===== config.mk =====
export PLATFORM = sky130hd
export DESIGN_NAME = xmodem_crc_receiver_flat
export DESIGN_NICKNAME = d
export VERILOG_FILES = /design/src/xmc_pkg.sv /design/src/xmc_in_if.sv /design/src/xmc_out_if.sv /design/src/xmodem_crc_receiver.sv /design/src/xmc_core.sv /design/src/xmc_out.sv /design/src/flat_wrapper.sv
export VERILOG_INCLUDE_DIRS = /design/src /design/src/src
export SDC_FILE = /design/constraint.sdc
export NUM_CORES = 1
export LEC_CHECK = 0
export BUFFER_PORTS_ARGS = -buffer_cell sky130_fd_sc_hd__clkbuf_2
export CORE_UTILIZATION = 30
export CTS_BUF_LIST = sky130_fd_sc_hd__clkbuf_16
export DETAILED_ROUTE_END_ITERATION = 10
export PLACE_DENSITY = 0.43
export SLEW_MARGIN = 20
export SYNTH_ARGS = -nofsm -noshare
export SYNTH_HDL_FRONTEND = slang
export SYNTH_SLANG_ARGS = --single-unit

===== constraint.sdc =====
create_clock -name clk -period 5.9 [get_ports clk]
set_clock_uncertainty 0.2 [all_clocks]
set_input_delay 0.59 -clock clk [delete_from_list [all_inputs] [get_ports clk]]
set_output_delay 0.59 -clock clk [all_outputs]
set_load 0.03 [all_outputs]

===== src/xmodem_crc_receiver_assert.svh =====
// Assertion macros used by the receiver's output module.
`ifndef XMODEM_CRC_RECEIVER_ASSERT_SVH
`define XMODEM_CRC_RECEIVER_ASSERT_SVH
`ifndef SYNTH
`define XMC_ASSERT(label, cond, msg) \
    label: assert property (@(posedge clk) disable iff (!rst_n) (cond)) else $error(msg);
`define XMC_ASSERT_NEXT(label, ante, cons, msg) \
    label: assert property (@(posedge clk) disable iff (!rst_n) (ante) |=> (cons)) \
        else $error(msg);
`else
`define XMC_ASSERT(label, cond, msg)
`define XMC_ASSERT_NEXT(label, ante, cons, msg)
`endif
`endif


===== src/xmc_pkg.sv =====
// Types, constants and the CRC step shared by the XMODEM receiver.
`timescale 1ns / 1ps
package xmc_pkg;

    localparam int LONG_BLOCK_BYTES  = 1024;
    localparam int SHORT_BLOCK_BYTES = 128;
    localparam int INDEX_W           = $clog2(LONG_BLOCK_BYTES) + 1;

    localparam logic [7:0]  CH_SOH = 8'h01;
    localparam logic [7:0]  CH_STX = 8'h02;
    localparam logic [7:0]  CH_EOT = 8'h04;
    localparam logic [7:0]  CH_ACK = 8'h06;
    localparam logic [7:0]  CH_NAK = 8'h15;
    localparam logic [7:0]  CH_CAN = 8'h18;
    localparam logic [7:0]  CH_BS  = 8'h08;
    localparam logic [7:0]  CH_C   = 8'h43;
    localparam logic [15:0] CRC_POLY = 16'h1021;

    localparam logic [3:0] FAIL_CAN_END = 4'd5;
    localparam logic [3:0] FAIL_LAST    = 4'd10;

    localparam logic [1:0] CFG_TIMEOUT = 2'd0;
    localparam logic [1:0] CFG_QUIET   = 2'd1;
    localparam logic [1:0] CFG_ERRLIM  = 2'd2;

    localparam logic [15:0] TIMEOUT_RESET = 16'd10000;
    localparam logic [7:0]  QUIET_RESET   = 8'd1;
    localparam logic [3:0]  ERRLIM_RESET  = 4'd5;

    typedef enum logic [1:0] {
        OP_START = 2'd0,
        OP_BYTE  = 2'd1,
        OP_TICK  = 2'd2
    } op_t;

    typedef enum logic [2:0] {
        K_SEND    = 3'd0,
        K_TENT    = 3'd1,
        K_ACCEPT  = 3'd2,
        K_DISCARD = 3'd3,
        K_DONE    = 3'd4,
        K_FAIL    = 3'd5
    } kind_t;

    typedef enum logic [3:0] {
        PH_IDLE   = 4'd0,
        PH_FLUSH  = 4'd1,
        PH_HEAD   = 4'd2,
        PH_BLKNO  = 4'd3,
        PH_BLKCMP = 4'd4,
        PH_DATA   = 4'd5,
        PH_CHK1   = 4'd6,
        PH_CHK2   = 4'd7
    } phase_t;

    typedef enum logic [1:0] {
        BURST_NONE   = 2'd0,
        BURST_SINGLE = 2'd1,
        BURST_PAIR   = 2'd2,
        BURST_FAIL   = 2'd3
    } shape_t;

    typedef struct packed {
        shape_t      shape;
        kind_t       kind0;
        logic [7:0]  value0;
        kind_t       kind1;
        logic [7:0]  value1;
        logic [31:0] length;
    } burst_t;

    function automatic logic [15:0] crc16_byte(input logic [15:0] crc, input logic [7:0] b);
        logic [15:0] c;
        c = crc ^ {b, 8'h00};
        for (int j = 0; j < 8; j++)
        begin
            c = c[15] ? ((c << 1) ^ CRC_POLY) : (c << 1);
        end
        return c;
    endfunction

endpackage


===== src/xmc_in_if.sv =====
// Request channel carrying one operation and received byte.
`timescale 1ns / 1ps
interface xmc_in_if;
    logic             valid;
    logic             ready;
    xmc_pkg::op_t     operation;
    logic [7:0]       rx_byte;

    modport source (output valid, output operation, output rx_byte, input ready);
    modport sink   (input valid, input operation, input rx_byte, output ready);
endinterface


===== src/xmc_out_if.sv =====
// Result channel carrying one result item of the receiver.
`timescale 1ns / 1ps
interface xmc_out_if;
    logic             valid;
    logic             ready;
    xmc_pkg::kind_t   kind;
    logic [7:0]       value;
    logic [31:0]      total_length;
    logic             last;

    modport source (output valid, output kind, output value, output total_length,
                    output last, input ready);
    modport sink   (input valid, input kind, input value, input total_length,
                    input last, output ready);
endinterface


===== src/xmodem_crc_receiver.sv =====
// Top level of the XMODEM / XMODEM-1K receiver with CRC-16 or checksum.
//
// Requests enter on in_ch (operation: start, received byte or timer tick, plus
// rx_byte); results leave on out_ch (kind, value, total_length, last). Both
// are valid/ready channels; a request or result moves when valid and ready
// are high at a rising clock edge. Configuration is written on cfg_we with
// cfg_index 0 timeout_ticks, 1 quiet_ticks, 2 error_limit; the user writes
// it only while idle, which the block does not enforce. Each request runs
// through the protocol step in the cycle it is accepted; its first result
// is on out_ch the next cycle, and last marks its final one. A request makes
// zero, one, two or eleven results (the give-up burst of five CAN, five BS
// and a failed verdict). The output sequencer counts through a burst and
// takes the next request with its final result; requests with at most one
// result flow at one per cycle while out_ch is ready. When out_ch stalls the
// pending result holds and in_ch takes no request. Reset clears the protocol
// state to idle, loads the default registers and empties the result register.
`timescale 1ns / 1ps
module xmodem_crc_receiver (
    input  logic        clk,
    input  logic        rst_n,
    input  logic        cfg_we,
    input  logic [1:0]  cfg_index,
    input  logic [15:0] cfg_data,
    xmc_in_if.sink      in_ch,
    xmc_out_if.source   out_ch
);

    xmc_pkg::burst_t burst;
    logic            take;

    assign in_ch.ready = take;

    xmc_core u_core (
        .clk       (clk),
        .rst_n     (rst_n),
        .cfg_we    (cfg_we),
        .cfg_index (cfg_index),
        .cfg_data  (cfg_data),
        .step_en   (in_ch.valid && take),
        .operation (in_ch.operation),
        .rx_byte   (in_ch.rx_byte),
        .burst     (burst)
    );

    xmc_out u_out (
        .clk      (clk),
        .rst_n    (rst_n),
        .in_valid (in_ch.valid),
        .in_ready (take),
        .burst    (burst),
        .out_ch   (out_ch)
    );

endmodule


===== src/xmc_core.sv =====
// Protocol state, configuration registers and the per-request step logic.
`timescale 1ns / 1ps
module xmc_core (
    input  logic                 clk,
    input  logic                 rst_n,
    input  logic                 cfg_we,
    input  logic [1:0]           cfg_index,
    input  logic [15:0]          cfg_data,
    input  logic                 step_en,
    input  xmc_pkg::op_t         operation,
    input  logic [7:0]           rx_byte,
    output xmc_pkg::burst_t      burst
);

    logic [15:0] timeout_reg;
    logic [7:0]  quiet_reg;
    logic [3:0]  errlim_reg;

    xmc_pkg::phase_t             phase_reg, phase_next;
    logic [7:0]                  want_block_reg, want_block_next;
    logic [3:0]                  error_count_reg, error_count_next;
    logic                        crc_mode_reg, crc_mode_next;
    logic                        nak_is_c_reg, nak_is_c_next;
    logic                        long_block_reg, long_block_next;
    logic [xmc_pkg::INDEX_W-1:0] byte_index_reg, byte_index_next;
    logic [7:0]                  got_block_no_reg, got_block_no_next;
    logic [15:0]                 crc_acc_reg, crc_acc_next;
    logic [7:0]                  sum_acc_reg, sum_acc_next;
    logic [7:0]                  check_high_reg, check_high_next;
    logic [15:0]                 idle_count_reg, idle_count_next;
    logic [31:0]                 length_total_reg, length_total_next;

    logic [15:0]                 t_eff;
    logic [7:0]                  q_eff;
    logic [3:0]                  lim_eff;
    logic [xmc_pkg::INDEX_W-1:0] blk_len;
    logic [15:0]                 idle_sat;

    assign t_eff   = (timeout_reg == 16'd0) ? 16'd1 : timeout_reg;
    assign q_eff   = (quiet_reg == 8'd0) ? 8'd1 : quiet_reg;
    assign lim_eff = (errlim_reg == 4'd0) ? 4'd1 : errlim_reg;
    assign blk_len = long_block_reg ? xmc_pkg::INDEX_W'(xmc_pkg::LONG_BLOCK_BYTES)
                                    : xmc_pkg::INDEX_W'(xmc_pkg::SHORT_BLOCK_BYTES);
    assign idle_sat = (idle_count_reg != 16'hFFFF) ? idle_count_reg + 16'd1 : idle_count_reg;

    always_ff @(posedge clk or negedge rst_n)
    begin
        if (!rst_n)
        begin
            timeout_reg <= xmc_pkg::TIMEOUT_RESET;
            quiet_reg   <= xmc_pkg::QUIET_RESET;
            errlim_reg  <= xmc_pkg::ERRLIM_RESET;
        end
        else if (cfg_we)
        begin
            case (cfg_index)
                xmc_pkg::CFG_TIMEOUT: timeout_reg <= cfg_data;
                xmc_pkg::CFG_QUIET:   quiet_reg   <= cfg_data[7:0];
                xmc_pkg::CFG_ERRLIM:  errlim_reg  <= cfg_data[3:0];
                default: ;
            endcase
        end
    end

    always_ff @(posedge clk or negedge rst_n)
    begin
        if (!rst_n)
        begin
            phase_reg        <= xmc_pkg::PH_IDLE;
            want_block_reg   <= 8'd1;
            error_count_reg  <= 4'd0;
            crc_mode_reg     <= 1'b1;
            nak_is_c_reg     <= 1'b1;
            long_block_reg   <= 1'b0;
            byte_index_reg   <= '0;
            got_block_no_reg <= 8'd0;
            crc_acc_reg      <= 16'd0;
            sum_acc_reg      <= 8'd0;
            check_high_reg   <= 8'd0;
            idle_count_reg   <= 16'd0;
            length_total_reg <= 32'd0;
        end
        else
        begin
            phase_reg        <= phase_next;
            want_block_reg   <= want_block_next;
            error_count_reg  <= error_count_next;
            crc_mode_reg     <= crc_mode_next;
            nak_is_c_reg     <= nak_is_c_next;
            long_block_reg   <= long_block_next;
            byte_index_reg   <= byte_index_next;
            got_block_no_reg <= got_block_no_next;
            crc_acc_reg      <= crc_acc_next;
            sum_acc_reg      <= sum_acc_next;
            check_high_reg   <= check_high_next;
            idle_count_reg   <= idle_count_next;
            length_total_reg <= length_total_next;
        end
    end

    always_comb
    begin
        logic                        err;
        logic                        err_blk;
        logic                        finish;
        logic                        fin_ok;
        logic                        nonfatal;
        logic                        fatal;
        logic [3:0]                  ec1;
        logic [xmc_pkg::INDEX_W-1:0] idx_inc;

        phase_next        = phase_reg;
        want_block_next   = want_block_reg;
        error_count_next  = error_count_reg;
        crc_mode_next     = crc_mode_reg;
        nak_is_c_next     = nak_is_c_reg;
        long_block_next   = long_block_reg;
        byte_index_next   = byte_index_reg;
        got_block_no_next = got_block_no_reg;
        crc_acc_next      = crc_acc_reg;
        sum_acc_next      = sum_acc_reg;
        check_high_next   = check_high_reg;
        idle_count_next   = idle_count_reg;
        length_total_next = length_total_reg;

        burst        = '0;
        burst.shape  = xmc_pkg::BURST_NONE;
        burst.kind0  = xmc_pkg::K_SEND;
        burst.kind1  = xmc_pkg::K_SEND;
        err      = 1'b0;
        err_blk  = 1'b0;
        finish   = 1'b0;
        fin_ok   = 1'b0;
        nonfatal = 1'b0;
        fatal    = 1'b0;
        ec1      = error_count_reg + 4'd1;
        idx_inc  = byte_index_reg + 1'b1;

        if (step_en)
        begin
            case (operation)
                xmc_pkg::OP_START:
                begin
                    want_block_next   = 8'd1;
                    error_count_next  = 4'd0;
                    crc_mode_next     = 1'b1;
                    nak_is_c_next     = 1'b1;
                    long_block_next   = 1'b0;
                    byte_index_next   = '0;
                    got_block_no_next = 8'd0;
                    crc_acc_next      = 16'd0;
                    sum_acc_next      = 8'd0;
                    check_high_next   = 8'd0;
                    length_total_next = 32'd0;
                    phase_next        = xmc_pkg::PH_FLUSH;
                    idle_count_next   = 16'd0;
                end
                xmc_pkg::OP_BYTE:
                begin
                    if (phase_reg != xmc_pkg::PH_IDLE)
                    begin
                        idle_count_next = 16'd0;
                        case (phase_reg)
                            xmc_pkg::PH_HEAD:
                            begin
                                nak_is_c_next = 1'b0;
                                if (rx_byte == xmc_pkg::CH_SOH || rx_byte == xmc_pkg::CH_STX)
                                begin
                                    long_block_next = (rx_byte == xmc_pkg::CH_STX);
                                    phase_next      = xmc_pkg::PH_BLKNO;
                                end
                                else if (rx_byte == xmc_pkg::CH_EOT)
                                begin
                                    burst.shape  = xmc_pkg::BURST_PAIR;
                                    burst.kind0  = xmc_pkg::K_SEND;
                                    burst.value0 = xmc_pkg::CH_ACK;
                                    burst.kind1  = xmc_pkg::K_DONE;
                                    phase_next   = xmc_pkg::PH_IDLE;
                                end
                                else
                                begin
                                    err = 1'b1;
                                end
                            end
                            xmc_pkg::PH_BLKNO:
                            begin
                                got_block_no_next = rx_byte;
                                phase_next        = xmc_pkg::PH_BLKCMP;
                            end
                            xmc_pkg::PH_BLKCMP:
                            begin
                                if ((got_block_no_reg ^ rx_byte) != 8'hFF)
                                begin
                                    err     = 1'b1;
                                    err_blk = 1'b1;
                                end
                                else
                                begin
                                    byte_index_next = '0;
                                    crc_acc_next    = 16'd0;
                                    sum_acc_next    = 8'd0;
                                    phase_next      = xmc_pkg::PH_DATA;
                                end
                            end
                            xmc_pkg::PH_DATA:
                            begin
                                burst.shape     = xmc_pkg::BURST_SINGLE;
                                burst.kind0     = xmc_pkg::K_TENT;
                                burst.value0    = rx_byte;
                                crc_acc_next    = xmc_pkg::crc16_byte(crc_acc_reg, rx_byte);
                                sum_acc_next    = sum_acc_reg + rx_byte;
                                byte_index_next = idx_inc;
                                if (idx_inc >= blk_len)
                                begin
                                    phase_next = xmc_pkg::PH_CHK1;
                                end
                            end
                            xmc_pkg::PH_CHK1:
                            begin
                                if (crc_mode_reg)
                                begin
                                    check_high_next = rx_byte;
                                    phase_next      = xmc_pkg::PH_CHK2;
                                end
                                else
                                begin
                                    finish = 1'b1;
                                    fin_ok = (rx_byte == sum_acc_reg);
                                end
                            end
                            xmc_pkg::PH_CHK2:
                            begin
                                finish = 1'b1;
                                fin_ok = (check_high_reg == crc_acc_reg[15:8])
                                         && (rx_byte == crc_acc_reg[7:0]);
                            end
                            default: ;
                        endcase
                    end
                end
                xmc_pkg::OP_TICK:
                begin
                    if (phase_reg != xmc_pkg::PH_IDLE)
                    begin
                        idle_count_next = idle_sat;
                        if (phase_reg == xmc_pkg::PH_FLUSH)
                        begin
                            if (idle_sat >= {8'd0, q_eff})
                            begin
                                burst.shape     = xmc_pkg::BURST_SINGLE;
                                burst.kind0     = xmc_pkg::K_SEND;
                                burst.value0    = nak_is_c_reg ? xmc_pkg::CH_C : xmc_pkg::CH_NAK;
                                phase_next      = xmc_pkg::PH_HEAD;
                                idle_count_next = 16'd0;
                            end
                        end
                        else if (idle_sat >= t_eff)
                        begin
                            err     = 1'b1;
                            err_blk = (phase_reg >= xmc_pkg::PH_BLKNO);
                        end
                    end
                end
                default: ;
            endcase
        end

        // Block verdict after the last check byte; a repeat skips the check.
        if (finish)
        begin
            if (got_block_no_reg == want_block_reg - 8'd1)
            begin
                burst.shape      = xmc_pkg::BURST_PAIR;
                burst.kind0      = xmc_pkg::K_DISCARD;
                burst.kind1      = xmc_pkg::K_SEND;
                burst.value1     = xmc_pkg::CH_ACK;
                error_count_next = 4'd0;
                phase_next       = xmc_pkg::PH_HEAD;
                idle_count_next  = 16'd0;
            end
            else if (got_block_no_reg != want_block_reg || !fin_ok)
            begin
                err     = 1'b1;
                err_blk = 1'b1;
            end
            else
            begin
                want_block_next   = want_block_reg + 8'd1;
                length_total_next = length_total_reg + 32'(blk_len);
                burst.shape       = xmc_pkg::BURST_PAIR;
                burst.kind0       = xmc_pkg::K_ACCEPT;
                burst.kind1       = xmc_pkg::K_SEND;
                burst.value1      = xmc_pkg::CH_ACK;
                error_count_next  = 4'd0;
                phase_next        = xmc_pkg::PH_HEAD;
                idle_count_next   = 16'd0;
            end
        end

        // Count the error; fall back to checksum mode once, else give up.
        if (err)
        begin
            if (ec1 < lim_eff)
            begin
                error_count_next = ec1;
                nonfatal         = 1'b1;
            end
            else if (nak_is_c_next)
            begin
                nak_is_c_next    = 1'b0;
                crc_mode_next    = 1'b0;
                error_count_next = 4'd1;
                if (4'd1 < lim_eff)
                begin
                    nonfatal = 1'b1;
                end
                else
                begin
                    fatal = 1'b1;
                end
            end
            else
            begin
                fatal = 1'b1;
            end

            if (nonfatal)
            begin
                if (err_blk)
                begin
                    burst.shape = xmc_pkg::BURST_SINGLE;
                    burst.kind0 = xmc_pkg::K_DISCARD;
                end
                phase_next      = xmc_pkg::PH_FLUSH;
                idle_count_next = 16'd0;
            end
            if (fatal)
            begin
                burst.shape      = xmc_pkg::BURST_FAIL;
                phase_next       = xmc_pkg::PH_IDLE;
                error_count_next = 4'd0;
            end
        end

        burst.length = length_total_next;
    end

endmodule


===== src/xmc_out.sv =====
// Result register and burst sequencer that feeds the result channel.
`timescale 1ns / 1ps
`include "xmodem_crc_receiver_assert.svh"
module xmc_out (
    input  logic              clk,
    input  logic              rst_n,
    input  logic              in_valid,
    output logic              in_ready,
    input  xmc_pkg::burst_t   burst,
    xmc_out_if.source         out_ch
);

    xmc_pkg::burst_t desc_reg;
    logic            valid_reg, valid_next;
    logic [3:0]      cnt_reg, cnt_next;
    logic            last_item;
    logic            out_take;
    logic            load;

    assign out_take = out_ch.valid && out_ch.ready;
    assign in_ready = !valid_reg || (out_take && last_item);
    assign load     = in_valid && in_ready && (burst.shape != xmc_pkg::BURST_NONE);

    always_comb
    begin
        out_ch.kind         = xmc_pkg::K_SEND;
        out_ch.value        = 8'd0;
        out_ch.total_length = desc_reg.length;
        last_item           = 1'b1;
        case (desc_reg.shape)
            xmc_pkg::BURST_SINGLE:
            begin
                out_ch.kind  = desc_reg.kind0;
                out_ch.value = desc_reg.value0;
            end
            xmc_pkg::BURST_PAIR:
            begin
                out_ch.kind  = cnt_reg[0] ? desc_reg.kind1 : desc_reg.kind0;
                out_ch.value = cnt_reg[0] ? desc_reg.value1 : desc_reg.value0;
                last_item    = cnt_reg[0];
            end
            xmc_pkg::BURST_FAIL:
            begin
                if (cnt_reg < xmc_pkg::FAIL_CAN_END)
                begin
                    out_ch.value = xmc_pkg::CH_CAN;
                end
                else if (cnt_reg < xmc_pkg::FAIL_LAST)
                begin
                    out_ch.value = xmc_pkg::CH_BS;
                end
                else
                begin
                    out_ch.kind = xmc_pkg::K_FAIL;
                end
                last_item = (cnt_reg == xmc_pkg::FAIL_LAST);
            end
            default: ;
        endcase
        out_ch.valid = valid_reg;
        out_ch.last  = last_item;
    end

    always_comb
    begin
        valid_next = valid_reg;
        cnt_next   = cnt_reg;
        if (out_take)
        begin
            if (last_item)
            begin
                valid_next = 1'b0;
            end
            else
            begin
                cnt_next = cnt_reg + 4'd1;
            end
        end
        if (load)
        begin
            valid_next = 1'b1;
            cnt_next   = 4'd0;
        end
    end

    always_ff @(posedge clk or negedge rst_n)
    begin
        if (!rst_n)
        begin
            valid_reg <= 1'b0;
            cnt_reg   <= 4'd0;
        end
        else
        begin
            valid_reg <= valid_next;
            cnt_reg   <= cnt_next;
        end
    end

    // Payload register: load a new burst descriptor with the request.
    always_ff @(posedge clk)
    begin
        if (load)
        begin
            desc_reg <= burst;
        end
    end

    `XMC_ASSERT(a_fail_cnt_bound, !(valid_reg && desc_reg.shape == xmc_pkg::BURST_FAIL) || cnt_reg <= xmc_pkg::FAIL_LAST, "fail burst counter past its end")
    `XMC_ASSERT(a_pair_cnt_bound, !(valid_reg && desc_reg.shape == xmc_pkg::BURST_PAIR) || cnt_reg <= 4'd1, "pair burst counter past its end")
    `XMC_ASSERT_NEXT(a_stall_holds_cnt, valid_reg && !out_ch.ready, $stable(cnt_reg), "burst advanced while stalled")
    `XMC_ASSERT_NEXT(a_drain_clears, out_take && last_item && !load, !valid_reg, "result still valid after final item")

endmodule


===== src/flat_wrapper.sv =====
// flat-port wrapper written by rule: the top's interface ports become plain ports
module xmodem_crc_receiver_flat 
  (clk, rst_n, cfg_we, cfg_index, cfg_data, in_ch_valid, in_ch_operation, in_ch_rx_byte, in_ch_ready, out_ch_valid, out_ch_kind, out_ch_value, out_ch_total_length, out_ch_last, out_ch_ready);
  xmc_in_if in_ch_i ();
  xmc_out_if out_ch_i ();
  input  logic clk;
  input  logic rst_n;
  input  logic cfg_we;
  input  logic [1:0] cfg_index;
  input  logic [15:0] cfg_data;
  input wire logic [$bits(in_ch_i.valid)-1:0] in_ch_valid;
  input wire logic [$bits(in_ch_i.operation)-1:0] in_ch_operation;
  input wire logic [$bits(in_ch_i.rx_byte)-1:0] in_ch_rx_byte;
  output wire logic [$bits(in_ch_i.ready)-1:0] in_ch_ready;
  output wire logic [$bits(out_ch_i.valid)-1:0] out_ch_valid;
  output wire logic [$bits(out_ch_i.kind)-1:0] out_ch_kind;
  output wire logic [$bits(out_ch_i.value)-1:0] out_ch_value;
  output wire logic [$bits(out_ch_i.total_length)-1:0] out_ch_total_length;
  output wire logic [$bits(out_ch_i.last)-1:0] out_ch_last;
  input wire logic [$bits(out_ch_i.ready)-1:0] out_ch_ready;
  assign in_ch_i.valid = in_ch_valid;
  assign in_ch_i.operation = in_ch_operation;
  assign in_ch_i.rx_byte = in_ch_rx_byte;
  assign in_ch_ready = in_ch_i.ready;
  assign out_ch_valid = out_ch_i.valid;
  assign out_ch_kind = out_ch_i.kind;
  assign out_ch_value = out_ch_i.value;
  assign out_ch_total_length = out_ch_i.total_length;
  assign out_ch_last = out_ch_i.last;
  assign out_ch_i.ready = out_ch_ready;
  xmodem_crc_receiver u_core (.clk(clk), .rst_n(rst_n), .cfg_we(cfg_we), .cfg_index(cfg_index), .cfg_data(cfg_data), .in_ch(in_ch_i), .out_ch(out_ch_i));
endmodule

# Word-level counts from Yosys, hierarchy flattened
# Index checks and enable logic that the tools add are counted.
dict set report classes {
  eq_ne 34
  addsub 8
  n_mux 175
  order_cmp 8
  reduce_logical 30
  bitwise 11
}
# operator count
set op_table {}
lappend op_table {{16-bit two-way mux} 20}
lappend op_table {{32-bit two-way mux} 5}
lappend op_table {{4-bit two-way mux} 30}
lappend op_table {{8-bit two-way mux} 14}
lappend op_table {{13-bit two-way mux} 8}
lappend op_table {{11-bit two-way mux} 6}
lappend op_table {{16-bit case mux with 2 select lines} 2}
lappend op_table {{8-bit case mux with 2 select lines} 4}
lappend op_table {{1-bit two-way mux} 52}
lappend op_table {{13-bit case mux with 2 select lines} 2}
lappend op_table {{16-bit case mux with 3 select lines} 1}
lappend op_table {{11-bit case mux with 2 select lines} 2}
lappend op_table {{12-bit two-way mux} 3}
lappend op_table {{5-bit two-way mux} 7}
lappend op_table {{32-bit by 11-bit adder with 32-bit output} 1}
lappend op_table {{8-bit == test} 4}
lappend op_table {{3-bit NOT} 8}
lappend op_table {{8-bit case mux with 3 select lines} 1}
lappend op_table {{4-bit case mux with 5 select lines} 1}
lappend op_table {{16-bit by 1-bit adder with 16-bit output, second input constant} 1}
lappend op_table {{4-bit by 3-bit == test with 1-bit output, second input constant} 4}
lappend op_table {{16-bit greater-or-equal comparator} 1}
lappend op_table {{16-bit by 8-bit greater-or-equal comparator with 1-bit output} 1}
lappend op_table {{16-bit zero test} 1}
lappend op_table {{47 further kinds} 87}
dict set report word_totals {
  out_inout_bits 46
  wordCells 291
  input_bits 33
  reg_bits 207
}

# Logic depth before layout (Yosys ltp)
# Gate-level depths: netlist of run 1.
dict set report logic_depth {
  depth_word 20
  depth_mapped 17
  depth_no_buf 15
}

# Cells and area by module
# A second synthesis of run 1 with hierarchy kept.
dict set report unflattened {
  hier_cells 1251
  hier_area_um2 12197.9
}
# mod cells_per_inst n_inst area_per_inst_um2
set modules_own_cells {}
lappend modules_own_cells {xmc_core 1072 1 9601.7}
lappend modules_own_cells {xmc_out 178 1 2590.0}
lappend modules_own_cells {xmodem_crc_receiver 1 1 6.3}

# Worst setup path after synthesis of run 1
# No wires, ideal clock.
dict set report synth_path {
  kind {register -> register}
  from {reg u_core.u_core.idle_count_reg[1]}
  to {reg u_core.u_out.desc_reg[33] (netlist name) (enable)}
  stages_incl_launch_ff 14
  path_slack_ns 0.727
  period_less_slack_ns 5.173
  setup_time_ns 0.685
  required_time_ns 5.015
  n_path_buf 1
  arrival_time_ns 4.288
  path_cell_list {dfrtp_1 -> ha_1 -> clkbuf_1 -> and2_1 -> nand3_1 -> mux2_2 -> ha_1 -> a21oi_1 -> o21bai_1 -> a2111o_1 -> or3b_1 -> a31oi_1 -> o31ai_2 -> nand3b_1}
}
dict set report synth_between {
  elab_chain_cells 17
  word_cells_on_any_way 35
}
# element line
set synth_rtl {}
lappend synth_rtl {{start, declared} xmc_core.sv:30} ;# logic [15:0] idle_count_reg, idle_count_next;
lappend synth_rtl {{start signal, assigned} xmc_core.sv:96} ;# idle_count_reg <= idle_count_next;
lappend synth_rtl {{16-bit by 1-bit adder with 16-bit output or 16-bit inequality test (tied branches)} xmc_core.sv:44} ;# assign idle_sat = (idle_count_reg != 16'hFFFF) ? idle_count_reg + 16'd1 : idle_count_reg;
lappend synth_rtl {{16-bit two-way mux *} xmc_core.sv:44}
lappend synth_rtl {{16-bit by 8-bit greater-or-equal comparator with 1-bit output or 16-bit greater-or-equal comparator (tied branches)} {xmc_core.sv:248, xmc_core.sv:257}}
lappend synth_rtl {{12-bit two-way mux or 1-bit two-way mux (tied branches)} {xmc_core.sv:248, xmc_core.sv:257}}
lappend synth_rtl {{12-bit two-way mux or 1-bit two-way mux (tied branches)} xmc_core.sv:246} ;# if (phase_reg == xmc_pkg::PH_FLUSH)
lappend synth_rtl {{12-bit two-way mux or 1-bit two-way mux (tied branches)} xmc_core.sv:243} ;# if (phase_reg != xmc_pkg::PH_IDLE)
lappend synth_rtl {{13-bit case mux with 2 select lines or 1-bit case mux with 2 select lines (tied branches)} xmc_core.sv:141} ;# case (operation)
lappend synth_rtl {{16-bit two-way mux or 1-bit two-way mux (tied branches)} xmc_core.sv:139} ;# if (step_en)
lappend synth_rtl {{[2 not listed]} --}
lappend synth_rtl {{5-bit two-way mux or 1-bit two-way mux (tied branches)} xmc_core.sv:269} ;# if (finish)
lappend synth_rtl {{5-bit two-way mux} xmc_core.sv:329} ;# if (err_blk)
lappend synth_rtl {{5-bit two-way mux} xmc_core.sv:327} ;# if (nonfatal)
lappend synth_rtl {{2-bit two-way mux} xmc_core.sv:337} ;# if (fatal)
lappend synth_rtl {{5-bit two-way mux *} xmc_core.sv:301} ;# if (err)
lappend synth_rtl {{2-bit nonzero test *} xmc_out.sv:22} ;# assign load = in_valid && in_ready && (burst.shape != xmc_pkg::BURST_NONE);
lappend synth_rtl {{1-bit logical AND *} xmc_out.sv:22}
lappend synth_rtl {{via u_core.u_out.load} xmc_out.sv:18} ;# logic load;
lappend synth_rtl {{end signal, assigned} xmc_out.sv:105} ;# desc_reg <= burst;
lappend synth_rtl {{end, declared} xmc_out.sv:13} ;# xmc_pkg::burst_t desc_reg;
# Mark *: on every way through the listed nets, which the timed path passes. The rest lies on a longest branch.
# A chain may end at the register's enable or synchronous reset.

# Worst setup path in the final report of run 1
dict set report layout_path {
  from {reg u_core.u_core.idle_count_reg[0]}
  to {reg u_core.u_out.desc_reg, in the netlist u_core.u_out.out_ch.total_length[5] (enable)}
}
# Same word-level chain as after synthesis.

==> results.ini, run 1 <==
[timing]
finalCriticalPeriod_ns = 5.053
setup_violations = 0
fin_crit_sh_pct = 85.65
final_max_slew_viol_count = 0
max_freq_mhz = 197.9
worstMarginPinSlew_ns = 1.030
hold_viol_final = 0
relSlewSlack_pct = 31.13
final.setup.tns_ns = 0
rsz0062_at_grt = no

[status]
status = finished clean

[power]
intPower_mw = 2.280
power_frac_seq_pct = 47.4
netSwitchingFraction_pct = 31.18
leakage_nw = 5.502
power_density_mw_per_mm2 = 255.7
switching_power_mw = 1.033
vdd_ir_drop_max_mv = 0.1475
p_total_mw = 3.313
clock_power_share_pct = 35.9
power.share.combinational_pct = 16.7

[min_path]
min-delay-path-class = input port to register

[global_routing]
grt_max_degree = 63
grt_busiest_layer = met2
grt_pass1_wl_um = 50170
overflow = 0
grtUsageMet3_pct = 2.785
grtUsageMet1_pct = 23.28
grtUsageMet2_pct = 24.96
grt_pass1_vias = 8832
grt_usage_pct = 16.33
antenna_found_initial = 1

[finish]
layout_commonest_cell = nand2_1
syn2layout_area_growth_pct = 10.95
final_cell_area_mm2 = 0.01296
utilization_pct = 34.08
n_antenna_cell = 0
layout-drive-gt1-share_pct = 13.67
mostFrequentLayoutCells = nand2_1, dfrtp_1, o21ai_0, clkbuf_2, xnor2_1
layout.nets = 1335

[clocking]
post_cts_buffers = 0
clockBufferDepth = 2
clk_latency_ns = 0.46
htree_levels = 4
clkTransAtPathRegs_ns = 0.07
clock_tree.root_cell = clkbuf_16
cts_tree = done
cts.sinks = 197
cts_made_buffers = 17

[floorplan]
io_pins = 79
die-area_mm2 = 0.03972
die_h_um = 199.3
num_rows = 71
die_w_um = 199.3
core_area_mm2 = 0.03802
start_util_pct = 30.71

[logic_synthesis]
synth_top_cell_area_share_pct = 30.00
synth_cells = 1232
synthFlopType = dfrtp_1
yosysTopAreaCell = dfrtp_1
synth_cell_types = 79
synthTopCellsByArea = dfrtp_1, edfxtp_1, xnor2_1
ys_warn_count = 0
syn_avg_cell_area_um2 = 9.478
syn_nets = 1314
async_flop_share_pct = 76.65
synth_edf_count = 46
ys_ff_latch = 197
syn_area_mm2 = 0.01168
seq_area_frac_synth_pct = 44.31

[drt]
routed_via_density = 5.036
vias = 8949
wl_um = 30930
wl_per_cell_um = 17.41
post-route-drc-count = 0
ant_nets = 0
drt_iter0_markers = 472
dr.pass1.iters = 6

[placement]
post-dp-hpwl_um = 22700
port-buffer-count = 78
place_area_mm2 = 0.01236
globalplace.congestion = 0.8020

[setup_path]
r2r_slack_ns = 0.85
crit_type = register to register
endpoint_kind = register
critPathLaunchType = register
critPathArrivalTime_ns = 4.94
crit_required_ns = 5.79
path_max_fanout = 46

[run]
maxCapViolations = 0

## cell usage after synthesis, drive strengths merged, types with 21 or more instances
cell type and instances:
nand3 44, nand2b 23, nand2 144, nor3 30
nand4 21, xor2 24, dfrtp 140, o21ai 99
nor4 26, nor2 68, buf 39, inv 52
ha 48, mux2 21, xnor2 69, a21oi 41
clkbuf 52, edfxtp 46
## path summary, 6_finish.rpt
check	cells past startpoint	end	startpoint
max	16	u_core.u_out.out_ch.total_length[5]	u_core.u_core.idle_count_reg[0]
min	3	u_core.u_core.timeout_reg[8]	cfg_data[8]
max reg2reg	16	u_core.u_out.out_ch.total_length[5]	u_core.u_core.idle_count_reg[0]
min reg2reg	1	u_core.u_core.length_total_reg[0]	u_core.u_core.length_total_reg[0]
max in group asynchronous	3	u_core.u_out.cnt_reg[3]	rst_n
min in group asynchronous	2	u_core.u_core.length_total_reg[6]	rst_n
## per-stage QoR
step                setup WS (ns)  cells  hold WS [ns]
floorplan                  0.7269   1232       0.09441
global placement           0.9549   1744        0.2609
detailed placement         0.8861   1744        0.2688
CTS                        0.8542   1777        0.1115
global route               0.4314   1777        0.1290
finish                     0.8469   1777        0.1377
## cell type report
cell class,instances,area [um2]
Fill cell,3979,25070
Timing Repair Buffer,93,511.7
Tap cell,511,639.4
Clock inverter,15,163.9
Inverter,52,195.2
Clock buffer,17,425.4
Sequential cell,197,5174
Multi-Input combinational cell,892,5847
## kinds of logic (layout without fill, tap and decap cells)
kind of cell	Yosys count	in the layout	synth area share, %
XOR/XNOR	93	93	6.975
AO/OA/AOI/OAI	259	259	14.31
AND/OR/NAND/NOR	453	453	19.87
flip-flops	197	197	44.31
multiplexers	38	38	3.514
buffers and inverters	143	177	5.711
adder cells (fa/ha/maj)	49	49	5.315
## per-layer routing
metal	vias to the layer above	wire (um)
met3	28	881
li1	4432	-
met5	-	13
met2	120	14000
met4	2	418
met1	4367	15620
## critical path, stage by stage (launching register included)
cell and delay, ns:
dfrtp_1 0.47, ha_1 0.35, and2_1 0.24, nand3_1 0.26, nand2_1 0.22, nor2_1 0.08
xnor2_1 0.18, ha_1 0.33, and2_1 0.16, nand4_1 0.13, o31ai_1 0.21, a21oi_1 0.08
o311a_1 0.43, o41a_1 0.49, o31ai_2 0.13, nand3b_1 0.16, buf_4 0.51
## what timing repair did
item                       4_1_cts  5_1_grt
gates resized for setup          0        0
setup endpoints to repair        0        0
hold endpoints to repair        29        0
hold buffers                     1        0
## power by group through the flow
stage | sequential (mW) | clock (mW) | combinational, mW
2_1_floorplan | 1.55 | 0 | 0.420
6_report | 1.57 | 1.19 | 0.553
3_3_place_gp | 1.60 | 0 | 0.555
3_5_place_dp | 1.60 | 0 | 0.556
4_1_cts | 1.57 | 1.23 | 0.560
5_1_grt | 1.59 | 1.29 | 0.618
(Power assumes the default switching activity.)
==> run 2: changes to the inputs <==
--- a/config.mk
+++ b/config.mk
@@ -6,11 +6,11 @@
 export SDC_FILE = /design/constraint.sdc
 export NUM_CORES = 1
 export LEC_CHECK = 0
-export BUFFER_PORTS_ARGS = -buffer_cell sky130_fd_sc_hd__clkbuf_2
 export CORE_UTILIZATION = 30
 export CTS_BUF_LIST = sky130_fd_sc_hd__clkbuf_16
 export DETAILED_ROUTE_END_ITERATION = 10
-export PLACE_DENSITY = 0.43
+export DONT_BUFFER_PORTS = 1
+export PLACE_DENSITY = 0.42
 export SLEW_MARGIN = 20
 export SYNTH_ARGS = -nofsm -noshare
 export SYNTH_HDL_FRONTEND = slang
==> run 2 against run 1 <==
Compared with the run above:
- cell count down 4.4%
- routed wire length about the same
- flip-flop and latch count unchanged
- register-to-register slack better by 0.06 ns
- fmax increased by 1.3%
- sequential share of layout area is 1.4 points higher
- total power down 3.3%
- core utilization down 1.1 points
- count of clock-buffer cells in the layout up 1
- first-iteration DRC count rose by 22%
- critical path type unchanged
- highest routed layer is now met4
==> results.ini, run 2 (synthesized netlist as in run 1, its figures left out) <==
[status]
status = finished clean

[setup_path]
slowest_stage = o41a_1
critical_path_cell_count = 16
cp_top_family = compound AO/OA/AOI/OAI gates
crit_buf_inv = 1
crit_required_ns = 5.80
r2r_slack_ns = 0.91
critPathArrivalTime_ns = 4.88
crit_path_end = u_core.u_out.out_ch.total_length[9]
cpPeakStageDelay_ns = 0.50
setup.worst_path.start = u_core.u_core.idle_count_reg[0]
r2r-start = u_core.u_core.idle_count_reg[0]
path_max_fanout = 46
critPathLaunchType = register
r2r_end = u_core.u_out.out_ch.total_length[9]
crit_type = register to register
r2r_cells = 16
endpoint_kind = register
crit_path_cell_trace = ha_1 -> and2_1 -> nand3_1 -> nand2_1 -> nor2_1 -> xnor2_1 -> ha_1 -> and2_1 -> nand4_1 -> o31ai_1 -> a21oi_1 -> o311a_1 -> o41a_1 -> o31ai_2 -> nand3b_1 -> buf_4

[global_routing]
antenna_found_initial = 0
grt_usage_pct = 16.56
grt_pass1_vias = 8609
grt_pass1_wl_um = 50370
grt_max_degree = 152
overflow = 0

[drt]
routed_via_density = 5.115
wl_um = 30940
vias = 8685
wl_per_cell_um = 18.22
post-route-drc-count = 0
dr.pass1.iters = 5
drt_iter0_markers = 574
ant_nets = 0

[floorplan]
io_pins = 79
die_w_um = 199.3
die_h_um = 199.3
num_rows = 71
die-area_mm2 = 0.03972
start_util_pct = 30.71
core_area_mm2 = 0.03802

[timing]
rsz0062_at_grt = no
max_freq_mhz = 200.5
final_max_slew_viol_count = 0
relSlewSlack_pct = 21.75
worstMarginPinSlew_ns = 1.161
fin_crit_sh_pct = 84.55
final.setup.tns_ns = 0
finalCriticalPeriod_ns = 4.989
setup_violations = 0
hold_viol_final = 0

[placement]
port-buffer-count = 0
post-dp-hpwl_um = 22280
globalplace.congestion = 0.8057
placedCellCount = 1664

[finish]
layout_commonest_cell = nand2_1
layout.cells.non_filler = 1698
fillers = 3978
layout-drive-gt1-share_pct = 7.498
layout.nets = 1256
n_antenna_cell = 0
syn2layout_area_growth_pct = 7.222
utilization_pct = 32.93
mostFrequentLayoutCells = nand2_1, dfrtp_1, o21ai_0, xnor2_1, nor2_1

[power]
leakage_nw = 5.163
switching_power_uw = 977.9
netSwitchingFraction_pct = 30.53
power.share.combinational_pct = 16.0
clock_power_share_pct = 34.6
power_density_mw_per_mm2 = 255.9
intPower_mw = 2.226
power_frac_seq_pct = 49.3
vdd_ir_drop_max_mv = 0.1998

[clocking]
clk_latency_ns = 0.46
post_cts_buffers = 0
cts.sinks = 197
clockBufferDepth = 2
clkTransAtPathRegs_ns = 0.07
cts_made_buffers = 17
htree_levels = 4
clock_tree.root_cell = clkbuf_16
cts_tree = done

[run]
maxCapViolations = 0

[min_path]
min-delay-path-class = input port to register

==> run 2: through the flow <==
stage / instance area, um2 / setup slack (ns) / total power [mW] / hold slack, ns
final: 12520 / 0.9114 / 3.204 / 0.04763
after global routing: 12520 / 0.4337 / 3.383 / 0.03450
after CTS: 12520 / 0.9127 / 3.258 / 0.02410
after detailed placement: 11950 / 0.9145 / 2.098 / 0.1015
after global placement: 11950 / 1.009 / 2.095 / 0.1017
after floorplan: 11680 / 0.7269 / 1.970 / 0.09441
==> run 2: worst reg2reg max path, delay by kind of cell, from the launching register on <==
family / cells / cell delay [ns]
AOI/OAI and AO/OA: 5 / 1.35
xor gates and xnor gates: 1 / 0.17
adders and majority gates: 2 / 0.67
buffers and inverters: 1 / 0.50
DFF: 1 / 0.48
and+or+nand+nor: 7 / 1.24
==> run 2: timing repair <==
action / in CTS / in global routing
gates resized for setup: 0 / 0
endpoints found under the hold margin: 151 / 0
hold buffers: 2 / 0
==> run 2: power groups by stage <==
stage / Clock [mW] / Combinational [mW] / Sequential, mW
global placement: 0 / 0.489 / 1.61
CTS: 1.16 / 0.520 / 1.58
floorplan: 0 / 0.420 / 1.55
finish: 1.11 / 0.514 / 1.58
global route: 1.21 / 0.579 / 1.60
detailed placement: 0 / 0.491 / 1.61
==> run 2: how the worst min path moves through the flow <==
| stage | depth (start not counted) | to | from | slack (ns) |
|---|---|---|---|---|
| 2_1_floorplan | 0 | u_core.u_core.byte_index_reg[0] | rst_n | 0.09 |
| 3_3_place_gp | 0 | u_core.u_core.timeout_reg[12] | rst_n | 0.10 |
| 5_1_grt | 2 | u_core.u_core.timeout_reg[9] | cfg_data[9] | 0.03 |
| 4_1_cts | 2 | u_core.u_core.timeout_reg[4] | cfg_data[4] | 0.02 |
| 3_5_place_dp | 0 | u_core.u_core.timeout_reg[11] | rst_n | 0.10 |
| 6_report | 2 | u_core.u_core.timeout_reg[4] | cfg_data[4] | 0.05 |
==> run 2: area by class of cell <==
type / count / area (um2) / share of cell area, %
well taps: 511 / 639.4 / 5.106
flip-flops and latches: 197 / 5174 / 41.32
clock buffers: 18 / 450.4 / 3.597
clock inverters: 14 / 87.58 / 0.6995
inverters: 52 / 195.2 / 1.559
multi-input cells: 892 / 5847 / 46.70
repair buffers: 14 / 127.6 / 1.019
==> run 2: routing by layer <==
layer,track usage [%],vias to the layer above,share of wire (%)
met5,0,-,0
met2,25.77,138,46
li1,-,4276,-
met4,4.729,0,1.2
met1,23.22,4252,49
met3,3.105,19,3.8
==> run 3: changes to the inputs <==
--- a/config.mk
+++ b/config.mk
@@ -10,7 +10,7 @@
 export CTS_BUF_LIST = sky130_fd_sc_hd__clkbuf_16
 export DETAILED_ROUTE_END_ITERATION = 10
 export DONT_BUFFER_PORTS = 1
-export PLACE_DENSITY = 0.42
+export PLACE_DENSITY = 0.43
 export SLEW_MARGIN = 20
 export SYNTH_ARGS = -nofsm -noshare
 export SYNTH_HDL_FRONTEND = slang
==> constraint.sdc (replaced) <==
create_clock -name clk -period 4.3 [get_ports clk]
set_clock_uncertainty 0.2 [all_clocks]
set_input_delay 0.43 -clock clk [delete_from_list [all_inputs] [get_ports clk]]
set_output_delay 0.43 -clock clk [all_outputs]
set_load 0.03 [all_outputs]
==> run 3 against run 2 <==
Compared with the run above:
- the run now ends with setup timing left
- worst hold slack worse by 0.0089 ns
- global-route usage up 0.67 points
- die area unchanged
- total power up 43%
- critical path depth down 1
- combinational power up 58%
- sequential power up 36%
- routed wire length up 6.5%
- via count up 4.0%
- non-clock buffer count up 83
==> results.ini, run 3 (synthesized netlist as in run 1, its figures left out) <==
[power]
leakage_nw = 5.604
vdd_ir_drop_max_mv = 0.2423
power_density_mw_per_mm2 = 341.1
p_total_mw = 4.581

[clocking]
clk_latency_ns = 0.47
cts_tree = done
cts_made_buffers = 17
clkTransAtPathRegs_ns = 0.09
clock_tree.root_cell = clkbuf_16
htree_levels = 4
cts.sinks = 197
clockBufferDepth = 2

[drt]
wl_per_cell_um = 18.51
drt_iter0_markers = 530
ant_nets = 0
dr.pass1.iters = 5
routed_via_density = 5.070
vias = 9029
post-route-drc-count = 0
wl_um = 32960

[setup_path]
slowest_stage = or4_4
critPathLaunchType = register
path_max_fanout = 8
crit_required_ns = 4.28
r2r_cells = 15
cpPeakStageDelay_ns = 0.59
crit_path_cell_trace = nand4_4 -> or4_4 -> nor3b_4 -> xor2_2 -> ha_1 -> and2_4 -> nand4_1 -> o31ai_1 -> a21oi_1 -> o311a_1 -> o41a_1 -> o31ai_4 -> nand3b_1 -> buf_6 -> clkbuf_16
endpoint_kind = register
crit_type = register to register
critPathArrivalTime_ns = 4.35

[timing]
hold_viol_final = 0
final.setup.tns_ns = -1.687
worstMarginPinSlew_ns = 1.089
rsz0062_at_grt = yes
whs_ns = 0.03870
final_max_slew_viol_count = 0
max_freq_mhz = 228.7
relSlewSlack_pct = 26.61
setup_violations = 30
finalCriticalPeriod_ns = 4.373
fin_ws_ns = -0.07295
fin_crit_sh_pct = 101.7

[global_routing]
grt_max_degree = 152
grt_pass1_wl_um = 52390
grt_usage_pct = 17.23
antenna_found_initial = 0
overflow = 0
grt_pass1_vias = 8993

[finish]
layout_commonest_cell = nand2_1
utilization_pct = 35.32
n_antenna_cell = 0
mostFrequentLayoutCells = nand2_1, dfrtp_1, o21ai_0, nor2_1
layout-drive-gt1-share_pct = 13.70
syn2layout_area_growth_pct = 15.00
fillers = 3924
layout.nets = 1339

[floorplan]
core_area_mm2 = 0.03802
die_h_um = 199.3
io_pins = 79
die-area_mm2 = 0.03972
start_util_pct = 30.71
die_w_um = 199.3
num_rows = 71

[placement]
post-dp-hpwl_um = 23730
globalplace.congestion = 0.8407
port-buffer-count = 0

[run]
maxCapViolations = 0

[status]
status = finished with violations
violations = setup timing

[min_path]
min_path_cells = 2
min-delay-path-class = input port to register

-- run 3: cell count changes in the layout (fill, tap and decap cells not counted), sizes merged --
cell,change
dlygate4sd3,+24
buf,+58
clkbuf,+1
-- run 3: cell type report --
| type | count | area (um2) | share of cell area, % |
|---|---|---|---|
| clock buffer | 18 | 450.4 | 3.354 |
| inverter | 52 | 195.2 | 1.453 |
| clock inverter | 14 | 137.6 | 1.025 |
| multi-input combinational | 892 | 5969 | 44.45 |
| tap | 511 | 639.4 | 4.761 |
| timing repair buffer | 97 | 860.8 | 6.410 |
| sequential | 197 | 5176 | 38.54 |
-- run 3: where the power goes --
group / total (mW) / internal (mW) / switching [mW]
combinational: 0.810 / 0.318 / 0.492
clock: 1.63 / 0.805 / 0.821
sequential: 2.15 / 2.03 / 0.120
total: 4.58 / 3.15 / 1.43
-- run 3: final timing paths --
path	to	startpoint	slack [ns]
min reg2reg	u_core.u_core.length_total_reg[3]	u_core.u_core.length_total_reg[3]	0.28
max in group asynchronous	u_core.u_core.idle_count_reg[5]	rst_n	2.79
min	u_core.u_out.desc_reg[46]	in_ch_rx_byte[3]	0.04
min in group asynchronous	u_core.u_core.length_total_reg[2]	rst_n	0.43
max reg2reg	u_core.u_out.out_ch.total_length[22]	u_core.u_core.idle_count_reg[3]	-0.07
max	u_core.u_out.out_ch.total_length[22]	u_core.u_core.idle_count_reg[3]	-0.07
-- run 3: what timing repair did --
item	CTS	global route
endpoints found under the setup margin	46	50
resized for setup	1	14
hold buffers	26	0
pin swaps	0	9
endpoints found under the hold margin	197	0
buffers inserted	0	9
cloned	0	2
-- run 3: per-stage QoR --
stage | area [um2] | setup WS [ns] | cells
4_1_cts | 13260 | 0.02652 | 1770
6_report | 13430 | -0.07295 | 1781
2_1_floorplan | 11760 | -0.7205 | 1232
5_1_grt | 13430 | -0.2208 | 1781
3_5_place_dp | 12390 | -0.004610 | 1712
3_3_place_gp | 12390 | 0.08581 | 1712
-- run 3: per-layer routing --
metal	global-route usage, %	up-vias	part of all wire, %
li1	-	4443	-
met1	23.54	4402	48
met2	27.01	160	46
met3	3.899	24	4.7
met4	5.014	0	1.4
met5	0	-	0
-- run 3: worst max-delay path: cells and delay by family, from the launching register on --
family,cells,cell delay [ns]
and+or+nand+nor,6,1.37
AOI/OAI and AO/OA,5,1.32
DFF,1,0.40
buffers and inverters,2,0.33
adders and majority gates,1,0.31
xor gates and xnor gates,1,0.16
